### src/sv/ddp_pkg.sv
// ----------------------------------------------------------------------------
// ddp_pkg
// Shared types and constants of the DDP datagram receiver.
// ----------------------------------------------------------------------------
package ddp_pkg;

   localparam int FRAME_SIZE_DEFAULT = 4096;
   localparam int ADDR_W             = 12;

   // header layout: byte positions within the datagram
   localparam logic [15:0] HDR_BYTES   = 16'd10;
   localparam logic [15:0] HDR_LAST    = 16'd9;
   localparam logic [3:0]  POS_FLAGS   = 4'd0;
   localparam logic [3:0]  POS_SEQ     = 4'd1;
   localparam logic [3:0]  POS_DEST    = 4'd3;
   localparam logic [3:0]  POS_OFS0    = 4'd4;
   localparam logic [3:0]  POS_OFS1    = 4'd5;
   localparam logic [3:0]  POS_OFS2    = 4'd6;
   localparam logic [3:0]  POS_OFS3    = 4'd7;
   localparam logic [3:0]  POS_LEN_HI  = 4'd8;
   localparam logic [3:0]  POS_LEN_LO  = 4'd9;
   localparam logic [15:0] COUNT_MAX   = 16'hFFFF;

   localparam logic [7:0] VER_MASK     = 8'hC0;
   localparam logic [7:0] VER_ONE      = 8'h40;
   localparam logic [7:0] TIMECODE_BIT = 8'h10;
   localparam logic [7:0] PUSH_BIT     = 8'h01;
   localparam logic [7:0] SEQ_MASK     = 8'h0F;
   localparam logic [3:0] SEQ_TOP      = 4'd15;
   localparam logic [7:0] ID_DEFAULT   = 8'd1;
   localparam logic [7:0] ID_BROADCAST = 8'd255;
   localparam logic [7:0] DEVICE_ID_RESET = 8'd1;

   typedef enum logic [2:0] {
      V_DATA      = 3'd0,
      V_PUSH      = 3'd1,
      V_EMPTY     = 3'd2,
      V_MALFORMED = 3'd3,
      V_NOT_OURS  = 3'd4,
      V_OFFSET    = 3'd5
   } verdict_type;

   typedef struct packed {
      logic [7:0]  byte_value;
      logic        first_byte;
      logic        last_byte;
      logic [15:0] payload_length;
   } req_type;

   typedef struct packed {
      logic              write_enable;
      logic [ADDR_W-1:0] write_address;
      logic [7:0]        write_data;
      logic              latch;
      logic              packet_done;
      logic [2:0]        verdict;
      logic              sequence_gap;
   } rsp_type;

   // header check outcome, handed from the judge to the core
   typedef struct packed {
      verdict_type verdict;
      logic        accepting;
      logic        gap;
      logic        seq_write;
   } judge_type;

endpackage

### src/sv/ddp_hdr_judge.sv
// ----------------------------------------------------------------------------
// ddp_hdr_judge
// Checks a complete header and decides verdict, data acceptance and gap.
// ----------------------------------------------------------------------------
module ddp_hdr_judge #(
   parameter int FRAME_SIZE = ddp_pkg::FRAME_SIZE_DEFAULT
) (
   input  logic [7:0]         flag_byte,
   input  logic [3:0]         sequence_number,
   input  logic [7:0]         destination,
   input  logic [31:0]        data_offset,
   input  logic [15:0]        data_length,
   input  logic [15:0]        payload_length,
   input  logic [3:0]         last_sequence,
   input  logic [7:0]         device_id,
   output ddp_pkg::judge_type judge
);

   localparam logic [32:0] FRAME_LIM = 33'(FRAME_SIZE);

   logic       fits;
   logic       for_us;
   logic       too_short;
   logic [3:0] expect_seq;

   assign fits      = {1'b0, payload_length} >=
                      (17'(ddp_pkg::HDR_BYTES) + {1'b0, data_length});
   assign for_us    = (destination == device_id) || (destination == ddp_pkg::ID_DEFAULT) ||
                      (destination == ddp_pkg::ID_BROADCAST);
   assign too_short = payload_length < ddp_pkg::HDR_BYTES;
   // successor in 1..15, wrapping
   assign expect_seq = (last_sequence == ddp_pkg::SEQ_TOP) ? 4'd1 : last_sequence + 4'd1;

   always_comb begin
      judge.verdict   = ddp_pkg::V_DATA;
      judge.accepting = 1'b0;
      judge.gap       = 1'b0;
      judge.seq_write = 1'b0;
      if (too_short || ((flag_byte & ddp_pkg::VER_MASK) != ddp_pkg::VER_ONE) ||
          ((flag_byte & ddp_pkg::TIMECODE_BIT) != 8'd0)) begin
         judge.verdict = ddp_pkg::V_MALFORMED;
      end else if ((flag_byte & ddp_pkg::PUSH_BIT) != 8'd0) begin
         judge.verdict   = ddp_pkg::V_PUSH;
         judge.accepting = (data_length != 16'd0) && fits && for_us;
      end else if (data_length == 16'd0) begin
         judge.verdict = ddp_pkg::V_EMPTY;
      end else if (!for_us) begin
         judge.verdict = ddp_pkg::V_NOT_OURS;
      end else if (!fits) begin
         judge.verdict = ddp_pkg::V_MALFORMED;
      end else if ({1'b0, data_offset} >= FRAME_LIM) begin
         judge.verdict = ddp_pkg::V_OFFSET;
      end else begin
         judge.verdict   = ddp_pkg::V_DATA;
         judge.accepting = 1'b1;
         if (sequence_number != 4'd0) begin
            judge.seq_write = 1'b1;
            judge.gap = (last_sequence != 4'd0) && (sequence_number != expect_seq) &&
                        (sequence_number != last_sequence);
         end
      end
   end

endmodule

### src/sv/ddp_rx_core.sv
// ----------------------------------------------------------------------------
// ddp_rx_core
// Datagram state and per-byte result: header capture, writes, verdict.
// ----------------------------------------------------------------------------
module ddp_rx_core #(
   parameter int FRAME_SIZE = ddp_pkg::FRAME_SIZE_DEFAULT
) (
   input  logic             clock,
   input  logic             reset,
   input  logic             advance,
   input  ddp_pkg::req_type req,
   input  logic [7:0]       device_id,
   output ddp_pkg::rsp_type rsp
);

   localparam logic [32:0] FRAME_LIM = 33'(FRAME_SIZE);

   logic [15:0]          byte_count_ff, byte_count_in;
   logic [7:0]           flag_byte_ff, flag_byte_in;
   logic [3:0]           seq_ff, seq_in;
   logic [7:0]           dest_ff, dest_in;
   logic [31:0]          offset_ff, offset_in;
   logic [15:0]          dlen_ff, dlen_in;
   logic                 accepting_ff, accepting_in;
   ddp_pkg::verdict_type pend_verdict_ff, pend_verdict_in;
   logic                 pend_gap_ff, pend_gap_in;
   logic [3:0]           last_seq_ff, last_seq_in;

   logic [15:0]          pos;
   logic                 acc;
   logic                 in_hdr;
   logic [15:0]          dlen_new;
   logic [15:0]          idx;
   logic [32:0]          target;
   ddp_pkg::judge_type   judge;
   ddp_pkg::verdict_type verd;
   logic                 gap_now;

   assign pos      = req.first_byte ? 16'd0 : byte_count_ff;
   assign acc      = req.first_byte ? 1'b0 : accepting_ff;
   assign in_hdr   = pos < ddp_pkg::HDR_BYTES;
   assign dlen_new = {dlen_ff[15:8], req.byte_value};
   assign idx      = pos - ddp_pkg::HDR_BYTES;
   assign target   = {1'b0, offset_ff} + {17'd0, idx};

   ddp_hdr_judge #(
      .FRAME_SIZE (FRAME_SIZE)
   ) u_judge (
      .flag_byte       (flag_byte_ff),
      .sequence_number (seq_ff),
      .destination     (dest_ff),
      .data_offset     (offset_ff),
      .data_length     (dlen_new),
      .payload_length  (req.payload_length),
      .last_sequence   (last_seq_ff),
      .device_id       (device_id),
      .judge           (judge)
   );

   // verdict of the header just completed on this byte, the stored one, or malformed before the header is complete
   always_comb begin
      if (pos < ddp_pkg::HDR_LAST) begin
         verd    = ddp_pkg::V_MALFORMED;
         gap_now = 1'b0;
      end else if (pos == ddp_pkg::HDR_LAST) begin
         verd    = judge.verdict;
         gap_now = judge.gap;
      end else begin
         verd    = pend_verdict_ff;
         gap_now = pend_gap_ff;
      end
   end

   always_comb begin
      byte_count_in   = byte_count_ff;
      flag_byte_in    = flag_byte_ff;
      seq_in          = seq_ff;
      dest_in         = dest_ff;
      offset_in       = offset_ff;
      dlen_in         = dlen_ff;
      accepting_in    = acc;
      pend_verdict_in = pend_verdict_ff;
      pend_gap_in     = pend_gap_ff;
      last_seq_in     = last_seq_ff;

      if (in_hdr) begin
         case (pos[3:0])
            ddp_pkg::POS_FLAGS: flag_byte_in = req.byte_value;
            ddp_pkg::POS_SEQ:   seq_in = 4'(req.byte_value & ddp_pkg::SEQ_MASK);
            ddp_pkg::POS_DEST:  dest_in = req.byte_value;
            ddp_pkg::POS_OFS0, ddp_pkg::POS_OFS1, ddp_pkg::POS_OFS2,
            ddp_pkg::POS_OFS3:  offset_in = {offset_ff[23:0], req.byte_value};
            ddp_pkg::POS_LEN_HI: dlen_in = {req.byte_value, 8'd0};
            ddp_pkg::POS_LEN_LO: begin
               dlen_in         = dlen_new;
               accepting_in    = judge.accepting;
               pend_verdict_in = judge.verdict;
               pend_gap_in     = judge.gap;
               if (judge.seq_write) begin
                  last_seq_in = seq_ff;
               end
            end
            default: ;
         endcase
      end

      if (req.last_byte) begin
         byte_count_in = 16'd0;
         accepting_in  = 1'b0;
      end else if (pos != ddp_pkg::COUNT_MAX) begin
         byte_count_in = pos + 16'd1;
      end else begin
         byte_count_in = pos;
      end
   end

   always_comb begin
      rsp = '0;
      if (!in_hdr && acc && (idx < dlen_ff) && (target < FRAME_LIM)) begin
         rsp.write_enable  = 1'b1;
         rsp.write_address = target[ddp_pkg::ADDR_W-1:0];
         rsp.write_data    = req.byte_value;
      end
      if (req.last_byte) begin
         rsp.packet_done  = 1'b1;
         rsp.verdict      = verd;
         rsp.sequence_gap = (verd == ddp_pkg::V_DATA) && gap_now;
         rsp.latch        = (verd == ddp_pkg::V_PUSH);
      end
   end

   always_ff @(posedge clock) begin
      if (reset) begin
         byte_count_ff   <= '0;
         flag_byte_ff    <= '0;
         seq_ff          <= '0;
         dest_ff         <= '0;
         offset_ff       <= '0;
         dlen_ff         <= '0;
         accepting_ff    <= 1'b0;
         pend_verdict_ff <= ddp_pkg::V_DATA;
         pend_gap_ff     <= 1'b0;
         last_seq_ff     <= '0;
      end else if (advance) begin
         byte_count_ff   <= byte_count_in;
         flag_byte_ff    <= flag_byte_in;
         seq_ff          <= seq_in;
         dest_ff         <= dest_in;
         offset_ff       <= offset_in;
         dlen_ff         <= dlen_in;
         accepting_ff    <= accepting_in;
         pend_verdict_ff <= pend_verdict_in;
         pend_gap_ff     <= pend_gap_in;
         last_seq_ff     <= last_seq_in;
      end
   end

endmodule

### src/sv/ddp_packet_receiver.sv
// ----------------------------------------------------------------------------
// ddp_packet_receiver
// DDP datagram receiver: one payload byte in, one frame-buffer result out.
// ----------------------------------------------------------------------------
// Takes one UDP payload byte per cycle and returns one result per byte: the
// byte passes an input register, then the header capture and write logic,
// then the result register. Throughput is one byte per cycle with no gaps,
// set by that single register-to-register pass; back pressure on rsp_ready
// stalls the input through req_ready. The tenth byte triggers the header
// check; data bytes become writes at offset plus index, and writes at or
// past FRAME_SIZE are dropped. The last byte of each datagram carries
// packet_done, the verdict, the sequence-gap flag and, for push packets,
// latch. device_id is written through the csr_ channel (always ready) and
// should only change while no transaction is in flight.
module ddp_packet_receiver #(
   parameter int FRAME_SIZE = ddp_pkg::FRAME_SIZE_DEFAULT
) (
   input  logic             clock,
   input  logic             reset,
   input  logic             req_valid,
   output logic             req_ready,
   input  ddp_pkg::req_type req_data,
   output logic             rsp_valid,
   input  logic             rsp_ready,
   output ddp_pkg::rsp_type rsp_data,
   input  logic             csr_valid,
   output logic             csr_ready,
   input  logic [7:0]       csr_data
);

   logic             s1_valid_ff, s1_valid_in;
   ddp_pkg::req_type s1_data_ff;
   logic             rsp_valid_ff, rsp_valid_in;
   ddp_pkg::rsp_type rsp_data_ff;
   ddp_pkg::rsp_type rsp_next;
   logic [7:0]       device_id_ff;
   logic             advance;

   assign advance   = s1_valid_ff && (!rsp_valid_ff || rsp_ready);
   assign req_ready = !s1_valid_ff || advance;
   assign csr_ready = 1'b1;
   assign rsp_valid = rsp_valid_ff;
   assign rsp_data  = rsp_data_ff;

   always_comb begin
      s1_valid_in = s1_valid_ff;
      if (req_valid && req_ready) begin
         s1_valid_in = 1'b1;
      end else if (advance) begin
         s1_valid_in = 1'b0;
      end
      rsp_valid_in = rsp_valid_ff;
      if (advance) begin
         rsp_valid_in = 1'b1;
      end else if (rsp_ready) begin
         rsp_valid_in = 1'b0;
      end
   end

   ddp_rx_core #(
      .FRAME_SIZE (FRAME_SIZE)
   ) u_core (
      .clock     (clock),
      .reset     (reset),
      .advance   (advance),
      .req       (s1_data_ff),
      .device_id (device_id_ff),
      .rsp       (rsp_next)
   );

   always_ff @(posedge clock) begin
      if (reset) begin
         s1_valid_ff  <= 1'b0;
         rsp_valid_ff <= 1'b0;
         device_id_ff <= ddp_pkg::DEVICE_ID_RESET;
      end else begin
         s1_valid_ff  <= s1_valid_in;
         rsp_valid_ff <= rsp_valid_in;
         if (csr_valid && csr_ready) begin
            device_id_ff <= csr_data;
         end
      end
   end

   always_ff @(posedge clock) begin
      if (req_valid && req_ready) begin
         s1_data_ff <= req_data;
      end
      if (advance) begin
         rsp_data_ff <= rsp_next;
      end
   end

endmodule
### config.mk
export PLATFORM = sky130hd
export DESIGN_NAME = ddp_packet_receiver
export DESIGN_NICKNAME = d
export VERILOG_FILES = /design/src/sv/ddp_pkg.sv /design/src/sv/ddp_hdr_judge.sv /design/src/sv/ddp_rx_core.sv /design/src/sv/ddp_packet_receiver.sv
export SDC_FILE = /design/constraint.sdc
export NUM_CORES = 1
export LEC_CHECK = 0
export BUFFER_PORTS_ARGS = -buffer_cell sky130_fd_sc_hd__buf_2
export CORE_MARGIN = 2
export CORE_UTILIZATION = 45
export CTS_BUF_LIST = sky130_fd_sc_hd__clkbuf_16
export CTS_CLUSTER_SIZE = 28
export DETAILED_ROUTE_END_ITERATION = 8
export PLACE_DENSITY = 0.69
export SYNTH_ARGS = -nofsm -noshare
export SYNTH_HDL_FRONTEND = slang
export SYNTH_HIERARCHICAL = 1
export SYNTH_SLANG_ARGS = --single-unit
### constraint.sdc
create_clock -name clock -period 8.1 [get_ports clock]
set_clock_uncertainty 0.15 [all_clocks]
set_input_delay 0 -clock clock [delete_from_list [all_inputs] [get_ports clock]]
set_output_delay 0 -clock clock [all_outputs]
set_load 0.01 [all_outputs]
* After elaboration in Yosys (flattened, before gate mapping) *
Index checks and enable logic that the tools add are counted.

word-level totals
  word-level logic and storage cells = 125
  register bits after elaboration = 156

cells by class
  reduce and logical (&&, ||, !) cells = 37
  $add $sub $neg = 5
  bitwise logic cells = 1
  equality and inequality tests = 18
  muxes and demuxes = 32
  $lt $le $gt $ge = 7

operators with widths
  operator                                                             number
  less-than comparator 16 x 4 -> 1 bit, second input constant          3
  2-to-1 mux 16 bit                                                    3
  2-to-1 mux 3 bit                                                     12
  adder 32 x 16 -> 33 bit                                              1
  less-than comparator 33 x 13 -> 1 bit, second input constant         1
  greater-or-equal comparator 32 x 13 -> 1 bit, second input constant  1
  case mux 16 bit (2 select lines)                                     1
  2-to-1 mux 21 bit                                                    1
  AND reduction 3 bit                                                  6
  adder 4 x 16 -> 17 bit, first input constant                         1
  greater-or-equal comparator 16 x 17 -> 1 bit                         1
  adder 16 x 1 -> 16 bit, second input constant                        1
  == test 16 x 4 -> 1 bit, second input constant                       1
  == test 4 x 3 -> 1 bit, second input constant                        4
  zero test 16 bit                                                     1
  less-than comparator 16 bit                                          1
  != test 16 bit, second input constant                                1
  nonzero test 16 bit                                                  1
  subtractor 16 x 4 -> 16 bit, second input constant                   1
  == test 4 bit, second input constant                                 3
  logical AND 1 bit                                                    10
  2-to-1 mux 1 bit                                                     10
  == test 8 x 1 -> 1 bit, second input constant                        1
  == test 8 bit                                                        1
  other kinds (19)                                                     33

* Longest topological paths before layout *
  depth after elaboration = 17
  mapped depth = 21
  depth with buffers taken out = 17

* Hierarchy *
Netlist, hierarchy kept.

modules (own cells, without submodules)
  module               seq. area each (um2)  area an instance (um2)  cells each  times used
  ddp_rx_core          1861.8                6486.2                  864         1
  ddp_packet_receiver  1791.7                1976.9                  91          1
  ddp_hdr_judge        0.0                   1196.1                  157         1

* Worst setup path before layout *
No wires, ideal clock.

  path type = reg2reg
  start = reg s1_data_ff[17] (netlist bit)
  end = reg rsp_data_ff (netlist bit rsp_data[6]), data pin
  data required time = 7.670 ns
  cell stages (with the launch flop) = 20
  arrival time = 4.393 ns
  setup slack = 3.277 ns
  cell sequence = edfxtp_1 > clkbuf_1 > clkbuf_1 > nand2b_1 > ha_1 > nand2b_1 > nand2_1 > o21ai_0 > or3b_2 > ha_1 > a21oi_1 > o211ai_1 > a21o_1 > a21oi_1 > o221a_2 > nor2_1 > o21ai_0 > o31a_1 > buf_1 > nor3b_1

between the ends
  word-level cells in the longest chain between the ends = 6

RTL lines
  element                                                          line                       text
  start, declared                                                  ddp_packet_receiver.sv:32  ddp_pkg::req_type s1_data_ff;
  start signal, assigned                                           ddp_packet_receiver.sv:87  s1_data_ff <= req_data;
  branches (longest 5 deep; another with adder 32 x 16 -> 33 bit)  --
  logical AND 1 bit (*)                                            ddp_rx_core.sv:119         if (!in_hdr && acc && (idx < dlen_ff) && (target < FRAME_LIM)) begin
  end signal, assigned                                             ddp_packet_receiver.sv:90  rsp_data_ff <= rsp_next;
  end, declared                                                    ddp_packet_receiver.sv:34  ddp_pkg::rsp_type rsp_data_ff;

Every way passes the cells marked *.
A chain may end at the register's enable or synchronous reset.

* Worst setup path after layout *
  start = reg s1_data_ff[17] (netlist bit)
  end = reg rsp_data_ff (netlist bit rsp_data[21]), data pin

between the ends
  word-level cells in the longest chain between the ends = 6

RTL lines
  element
  branches (longest 6 deep; another with adder 32 x 16 -> 33 bit)

Parallel ways; which one is timed is not known.

==> metrics.txt <==
initial core utilization 45.6%; data arrival time of the worst path 6.05 ns; number of sinks handled by clock tree synthesis 152; number of max-capacitance violations reported 0; most common cell after layout, fill and taps aside nand2_1; share of final-layout standard cells stronger than drive strength 1 13.8%; total congestion overflow after global routing 0; clock-pin slew on the worst setup and hold paths 0.07 ns; Die Height 149 µm; Root Driver clkbuf_16; maximum buffer depth of the clock tree 2; Synth-to-Final Area Change 15.5%; Num CTS Buffers 17; Gate Count Post-Synth 1100; Final Hold Viols 0; die area 22300 µm²; result of the run finished clean; number of filler instances in the final layout 1930; number of antenna cells inserted 0; post-route minimum period 5.95 ns; final setup TNS 0 ns; Slew Limit Fails 0; final net count 1274; Worst Tran Pin Value 1.16 ns; initial antenna violation count 0; placeable core area 20900 µm²; type of the most critical hold path in2reg; Port Buffer Count 67; Synthesized Nets 1198; maximum operating frequency 168 MHz; Avg Cell Area, Syn 8.66 µm²; routed wirelength normalized by instance count 18.1 µm; element type at the critical path start flop; number of global-route vias before repair 8258; largest net degree at the start of global routing 100; clock latency reported for the late side of the worst-skew pair 0.44 ns; I/O pin total 69; clock tree from TritonCTS built; number of DRC markers after the initial detailed-route iteration 606; static power due to leakage 0.00403 µW; Data required, critical path 8.19 ns; final count of negative-setup-slack endpoints 0; first-pass GRT wire length 42600 µm; Std-Cell Rows 53; worst-path maximum fanout 27; final routed DRC violation total 0; number of iterations in the first detailed-routing pass 5; Post CTS Setup Buffer Count 0; placed inst area 9940 µm²; Tcrit/Tclk final 73.5%; Relative slew margins 22.7%; vias per cell 5.88; RSZ-0062 raised after global routing no; final estimated routing congestion in global placement 0.940; area of the mapped netlist 9520 µm²; Worst VDD drop 0.148 mV; antenna-violating nets left 0; endpoint kind of the worst setup timing path flop; die boundary width 149 µm; CP Class reg2reg; final design area excluding fillers 11000 µm²; most frequent cells in the layout nand2_1, a21oi_1, dfxtp_1; total of warnings raised by yosys 6; Total GRT Usage 24.2%; H-tree Lvls 4; Pwr per Cell Area 161 nW/µm²; number of vias in the routed layout 8612; wirelength, routed 26400 µm; post-detailed-placement half-perimeter wirelength 18300 µm
## through the flow
step           power, µW  setup WS (ns)  hold slack, ns  std cells  utilization [%]
2_1_floorplan        900           3.28         -0.0511       1100                -
3_3_place_gp         935           2.36          0.0263       1387             47.6
3_5_place_dp         937           2.23          0.0281       1387             47.6
4_1_cts             1780           2.21           0.106       1464             52.7
5_1_grt             1830           1.62           0.107       1464             52.7
6_report            1770           2.15           0.122       1464             52.7
## cell type report
type	count	area (µm²)	area share, %
repair buffers	118	831	7.55
inverters	43	161	1.47
well taps	275	344	3.13
flip-flops and latches	152	3570	32.5
multi-input cells	844	5490	49.9
clock buffers	17	425	3.87
clock inverters	15	179	1.63
## where the power goes
| part | switching (µW) | internal, µW |
|---|---|---|
| registers | 20.5 | 809 |
| logic | 59.0 | 53.4 |
| clock network | 361 | 467 |
## registers in the layout, summed over array words and instances, names as in the netlist, 3 cells and up
name and flops:
s1_data_ff 26, device_id_ff 8, u_core/seq_ff 4, u_core/last_seq_ff 4
u_core/byte_count_ff 16, u_core/dlen_ff 16, rsp_data 27, u_core/dest_ff 8
u_core/offset_ff 32, u_core/flag_byte_ff 4, u_core/pend_verdict_ff 3
## worst paths after layout
path / from / endpoint / slack [ns] / depth (start not counted)
worst max-delay path: s1_data_ff[17] / rsp_data[21] / 2.15 / 15
worst min-delay path: req_data[1] / s1_data_ff[1] / 0.12 / 2
worst max register to register: s1_data_ff[17] / rsp_data[21] / 2.15 / 15
worst min register to register: u_core/pend_verdict_ff[0] / u_core/pend_verdict_ff[0] / 0.31 / 2
## per-layer routing
metal  share of wire, %  track usage [%]  vias to the layer above  routed length, µm
met5                  0                0                        -                  0
met4                3.2             9.81                        0                853
met3                6.4             5.70                       59               1700
met2                 48             40.4                      334              12800
met1                 42             30.2                     4084              11100
li1                   -                -                     4135                  -
## timing repair
item                                   4_1_cts  5_1_grt
gates resized for setup                      0        0
hold buffers                                45        0
endpoints found under the hold margin       36        0
setup endpoints to repair                    0        0
## critical path, cell delays in order (launching register included)
cell and delay (ns):
edfxtp_1 0.68, nor2b_1 0.50, o21ai_0 0.29, o21ai_1 0.34
nor2_1 0.11, a31oi_1 0.33, ha_1 0.44, a211oi_1 0.37
nor2_1 0.15, a221oi_1 0.31, o221ai_1 0.21, a2111oi_2 0.32
nand4_1 0.16, nor4_2 0.34, nand4_2 0.67, a211oi_2 0.39
Note: power is estimated with default switching activity, not from simulation.
